[config.mk]
export PLATFORM = sky130hd
export DESIGN_NAME = mqsfl_ctrl
export DESIGN_NICKNAME = d
export VERILOG_FILES = /design/src/mqsfl_pkg.sv /design/src/mqsfl_ctrl.sv
export SDC_FILE = /design/constraint.sdc
export NUM_CORES = 1
export LEC_CHECK = 0
export BUFFER_PORTS_ARGS = -buffer_cell sky130_fd_sc_hd__clkbuf_2
export CAP_MARGIN = 30
export CORE_MARGIN = 1
export CORE_UTILIZATION = 35
export CTS_BUF_LIST = sky130_fd_sc_hd__clkbuf_2 sky130_fd_sc_hd__clkbuf_4 sky130_fd_sc_hd__clkbuf_8
export DETAILED_ROUTE_END_ITERATION = 10
export HOLD_SLACK_MARGIN = 0.02
export PLACE_DENSITY = 0.53
export RECOVER_POWER = 25
export SLEW_MARGIN = 30
export SYNTH_ARGS = -nofsm -noshare
export SYNTH_HDL_FRONTEND = slang
export SYNTH_SLANG_ARGS = --single-unit
[constraint.sdc]
create_clock -name i_clk -period 2.1 [get_ports i_clk]
set_input_delay 0.21 -clock i_clk [delete_from_list [all_inputs] [get_ports i_clk]]
set_output_delay 0.21 -clock i_clk [all_outputs]
set_load 0.005 [all_outputs]
[src/mqsfl_pkg.sv]
// ============================================================================
// mqsfl_pkg
// Types and constants shared by the multi-queue shared free list block.
// ============================================================================
package mqsfl_pkg;

    localparam int NumQueues   = 16;
    localparam int PoolEntries = 256;
    localparam int DataWidth   = 32;
    localparam int QselW       = 4;
    localparam int PtrW        = 8;
    localparam int CntW        = 9;
    localparam int QiuW        = 5;
    localparam int CfgIdxW     = 8;
    localparam int CfgDataW    = 16;

    typedef logic [2:0] t_opcode;
    localparam t_opcode OP_ENQ   = 3'd0;
    localparam t_opcode OP_DEQ   = 3'd1;
    localparam t_opcode OP_RST   = 3'd2;
    localparam t_opcode OP_ALL   = 3'd3;
    localparam t_opcode OP_PEEK  = 3'd4;
    localparam t_opcode OP_CHECK = 3'd5;

    typedef logic [2:0] t_status;
    localparam t_status ST_OK         = 3'd0;
    localparam t_status ST_QUEUE_OOR  = 3'd1;
    localparam t_status ST_POOL_EMPTY = 3'd2;
    localparam t_status ST_QUEUE_EMPTY = 3'd3;
    localparam t_status ST_INDEX_OOR  = 3'd4;

    localparam logic [CfgIdxW-1:0] CFG_QUEUES  = 8'd0;
    localparam logic [CfgIdxW-1:0] CFG_ENTRIES = 8'd1;

    typedef struct packed {
        t_opcode               opcode;
        logic [QselW-1:0]      queue_select;
        logic [DataWidth-1:0]  entry_data;
        logic [PtrW-1:0]       peek_index;
    } t_in_item;

    typedef struct packed {
        t_status               status;
        logic [DataWidth-1:0]  read_data;
        logic                  all_nonnull;
        logic [CntW-1:0]       queue_length;
        logic [CntW-1:0]       free_count;
    } t_out_item;

    typedef enum logic [2:0] {
        CMD_NONE,
        CMD_DECODE,
        CMD_ENQ,
        CMD_DEQ,
        CMD_SPLICE,
        CMD_ALL,
        CMD_WALK,
        CMD_FINISH
    } t_cmd;

    typedef struct packed {
        logic load;
        t_cmd cmd;
    } t_ctrl_cmd;

    typedef struct packed {
        t_status pre_status;
        t_opcode op;
        logic    no_queues;
        logic    iter_last;
        logic    walk_done;
        logic    check_fail;
        logic    out_busy;
    } t_dp_status;

endpackage

[src/mqsfl_ctrl.sv]
// ============================================================================
// mqsfl_ctrl
// Sequencer: steps one operation at a time through the datapath.
// ============================================================================
module mqsfl_ctrl import mqsfl_pkg::*; (
    input  logic       i_clk,
    input  logic       i_rst_n,
    input  logic       i_in_valid,
    output logic       o_in_ready,
    input  t_dp_status i_sts,
    output t_ctrl_cmd  o_cmd
);

    typedef enum logic [7:0] {
        S_IDLE   = 8'b0000_0001,
        S_DECODE = 8'b0000_0010,
        S_ENQ    = 8'b0000_0100,
        S_DEQ    = 8'b0000_1000,
        S_SPLICE = 8'b0001_0000,
        S_ALL    = 8'b0010_0000,
        S_WALK   = 8'b0100_0000,
        S_DONE   = 8'b1000_0000
    } t_state;

    t_state r_state, n_state;

    always_ff @(posedge i_clk) begin
        if (!i_rst_n) begin
            r_state <= S_IDLE;
        end else begin
            r_state <= n_state;
        end
    end

    always_comb begin
        n_state    = r_state;
        o_cmd.load = 1'b0;
        o_cmd.cmd  = CMD_NONE;
        o_in_ready = 1'b0;
        unique case (r_state)
            S_IDLE: begin
                o_in_ready = 1'b1;
                if (i_in_valid) begin
                    o_cmd.load = 1'b1;
                    n_state    = S_DECODE;
                end
            end
            S_DECODE: begin
                o_cmd.cmd = CMD_DECODE;
                if (i_sts.op == OP_ALL) begin
                    n_state = i_sts.no_queues ? S_DONE : S_ALL;
                end else if (i_sts.pre_status != ST_OK) begin
                    n_state = S_DONE;
                end else begin
                    case (i_sts.op) inside
                        OP_ENQ:                 n_state = S_ENQ;
                        OP_DEQ:                 n_state = S_DEQ;
                        OP_RST:                 n_state = S_SPLICE;
                        OP_PEEK, OP_CHECK:      n_state = S_WALK;
                        default:                n_state = S_DONE;
                    endcase
                end
            end
            S_ENQ: begin
                o_cmd.cmd = CMD_ENQ;
                n_state   = S_DONE;
            end
            S_DEQ: begin
                o_cmd.cmd = CMD_DEQ;
                n_state   = S_DONE;
            end
            S_SPLICE: begin
                o_cmd.cmd = CMD_SPLICE;
                n_state   = S_DONE;
            end
            S_ALL: begin
                o_cmd.cmd = CMD_ALL;
                if (i_sts.iter_last) begin
                    n_state = S_DONE;
                end
            end
            S_WALK: begin
                o_cmd.cmd = CMD_WALK;
                if (i_sts.walk_done || i_sts.check_fail) begin
                    n_state = S_DONE;
                end
            end
            S_DONE: begin
                if (!i_sts.out_busy) begin
                    o_cmd.cmd = CMD_FINISH;
                    n_state   = S_IDLE;
                end
            end
            default: begin
                n_state = S_IDLE;
            end
        endcase
    end

endmodule

==> metrics <==
status=finished clean; Design Area, Final=817 um^2; P&R area growth vs syn=18.5%; max FFs per register=8; Critical Path RT=1.89 ns; reg2reg setup slack=0.42 ns; die height=46.4 um; Site Rows=15; number of DRC violations after detailed-routing iteration 0=20; TNS Setup=0 ns; max-cap viol count=0; gr ovfl total=0; relative slew slack=71.2%; ys flop type=dfxtp_1; core area=0.00178 mm^2; Post-Synthesis Cells=79; n_diodes=0; RR Endpoint=r_state[7]; H-tree levels=1; worst r2r path cells=5; end point of the critical path=o_cmd[1]; GRT Total Usage=15.8%; standby leakage power=0.000302 uW; most frequent cells in the layout=18 x clkbuf_2, 7 x dfxtp_1, 6 x a21oi_1; Yosys reg bits=8; Post-synth EDFFs=0; period utilization=90.6%; vias=672; FMAX=0.526 GHz; warnings from Yosys=0; Least-Margin Pin Slew=0.426 ns; Vias/cell=5.42; hold depth=2; most common cell after layout, fill and taps aside=clkbuf_2; Synth async-reset ratio=0%; worst path bufs/invs=1; Largest Register=r_state; Post CTS Setup Buffer Count=0; CP cell instances=or3_1 -> nor4b_2 -> a31o_2 -> clkbuf_2; worst skew pair latency=0.25 ns; crit-path max FO=11; detailed-route wire length=1.48 mm; initial antenna violation count=0; drt pass-1 iters=4; Largest regs=r_state (8); Area after DPL=801 um^2; DRC=0; final setup margin=0.197 ns; Buffers on Ports=18; HP Class=input port to flip-flop; starting density of the core=38.7%; final setup violation count=0; first-pass GRT wire length=2.35 mm; Syn Area/Cell=8.73 um^2; worst reg2reg path startpoint=r_state[5]; layout cells sized above 1=31.3%; RSZ-0062 raised after global routing=no; instance count on the critical path=4; Routed Antenna Nets=0; sequential area share after synthesis=23.2%; Final Max Slew Viols=0; WHS=0.213 ns; Horiz. Die Dim=46.4 um; Setup crit start=r_state[6]; Final Hold Vio Count=0; Net count, final=115; Synth cell types=41; fin crit period=1.90 ns; crit-path max cell delay=0.44 ns; crit path kind=flip-flop to output pin; wire per inst=11.9 um; synthesized area=689 um^2; skew final=0.00271 ns; CTS max path bufs=2; CTS Sinks=8; IO Pins=19; Slowest-stage cell, CP=or3_1; Synth Net Count=93; HPWL after detailed placement=1.20 mm; Crit path arrival time=1.69 ns; TritonCTS clock tree=built; VDD IR max=0.000254 V; CP Capture Type=output pin; die area=0.00215 mm^2; largest net degree at the start of global routing=14; clock-pin slew on the worst setup and hold paths=0.05 ns; family with the most delay on the worst path=simple AND/OR/NAND/NOR gates; Pwr Density=443 mW/mm^2; CTS Buf Count=3; pre-CTS setup slack=0.416 ns; GP Congestion=0.754; clock root buffer=clkbuf_4; crit start category=flip-flop; vias in the first global route=545
[area by class of cell]
cell class / instances / area, um^2
fill: 193 / 966
inverter: 4 / 15.0
sequential: 8 / 161
timing repair buffer: 21 / 109
clock buffer: 3 / 22.5
tap: 25 / 31.3
multi-input combinational: 63 / 478
[timing repair]
action                                  in CTS  in global routing
resized for setup                            0                  1
hold buffers                                 0                  0
endpoints found under the setup margin       0                  1
[stage by stage]
| step | total power (uW) | utilization, % | std cells |
|---|---|---|---|
| 3_3_place_gp | 252 | 44.9 | 121 |
| 5_1_grt | 387 | 45.8 | 124 |
| 6_report | 362 | 45.8 | 124 |
| 3_5_place_dp | 252 | 44.9 | 121 |
| 2_1_floorplan | 219 | - | 79 |
| 4_1_cts | 368 | 46.2 | 124 |
[synthesized netlist by cell type (2+ instances only)]
master	instances	area, um^2
dfxtp_1	8	160
a21oi_1	6	30.0
and3_1	4	25.0
inv_1	4	15.0
nand3_1	4	20.0
nor2_1	4	15.0
a211oi_1	3	22.5
nor4b_1	3	26.3
buf_2	2	10.0
buf_6	2	22.5
mux2i_1	2	20.0
nand2b_1	2	12.5
nor2b_1	2	12.5
nor3_1	2	10.0
nor4_1	2	12.5
or3_1	2	12.5
or4_4	2	22.5
xnor2_1	2	17.5
[kinds of logic after synthesis]
family	Yosys count	synth area share [%]
buffers and inverters	8	6.90
AOI/OAI and AO/OA	20	23.1
and+or+nand+nor	38	40.1
xor gates and xnor gates	3	3.81
muxes	2	2.90
DFF	8	23.2
[layer usage]
layer  vias up  wire (um)  track usage [%]
li1        350          -                -
met1       298        738             21.7
met2        22        663             23.1
met3         2         54             2.35
met4         0         19             8.82
met5         -          0                0
[power by group]
group	switching [uW]	total [uW]	internal [uW]
combinational	39.8	82.0	42.3
sequential	8.76	166	157
clock	48.6	114	65.1
total	97.1	362	265
[worst min path at each step]
stage	start	endpoint	slack, ns
5_1_grt	i_in_valid	r_state[1]	0.22
2_1_floorplan	i_sts[6]	r_state[4]	0.34
6_report	i_in_valid	r_state[1]	0.21
3_5_place_dp	i_in_valid	r_state[1]	0.47
4_1_cts	i_in_valid	r_state[1]	0.21
3_3_place_gp	i_in_valid	r_state[1]	0.47
Note: power is estimated with default switching activity, not from simulation.
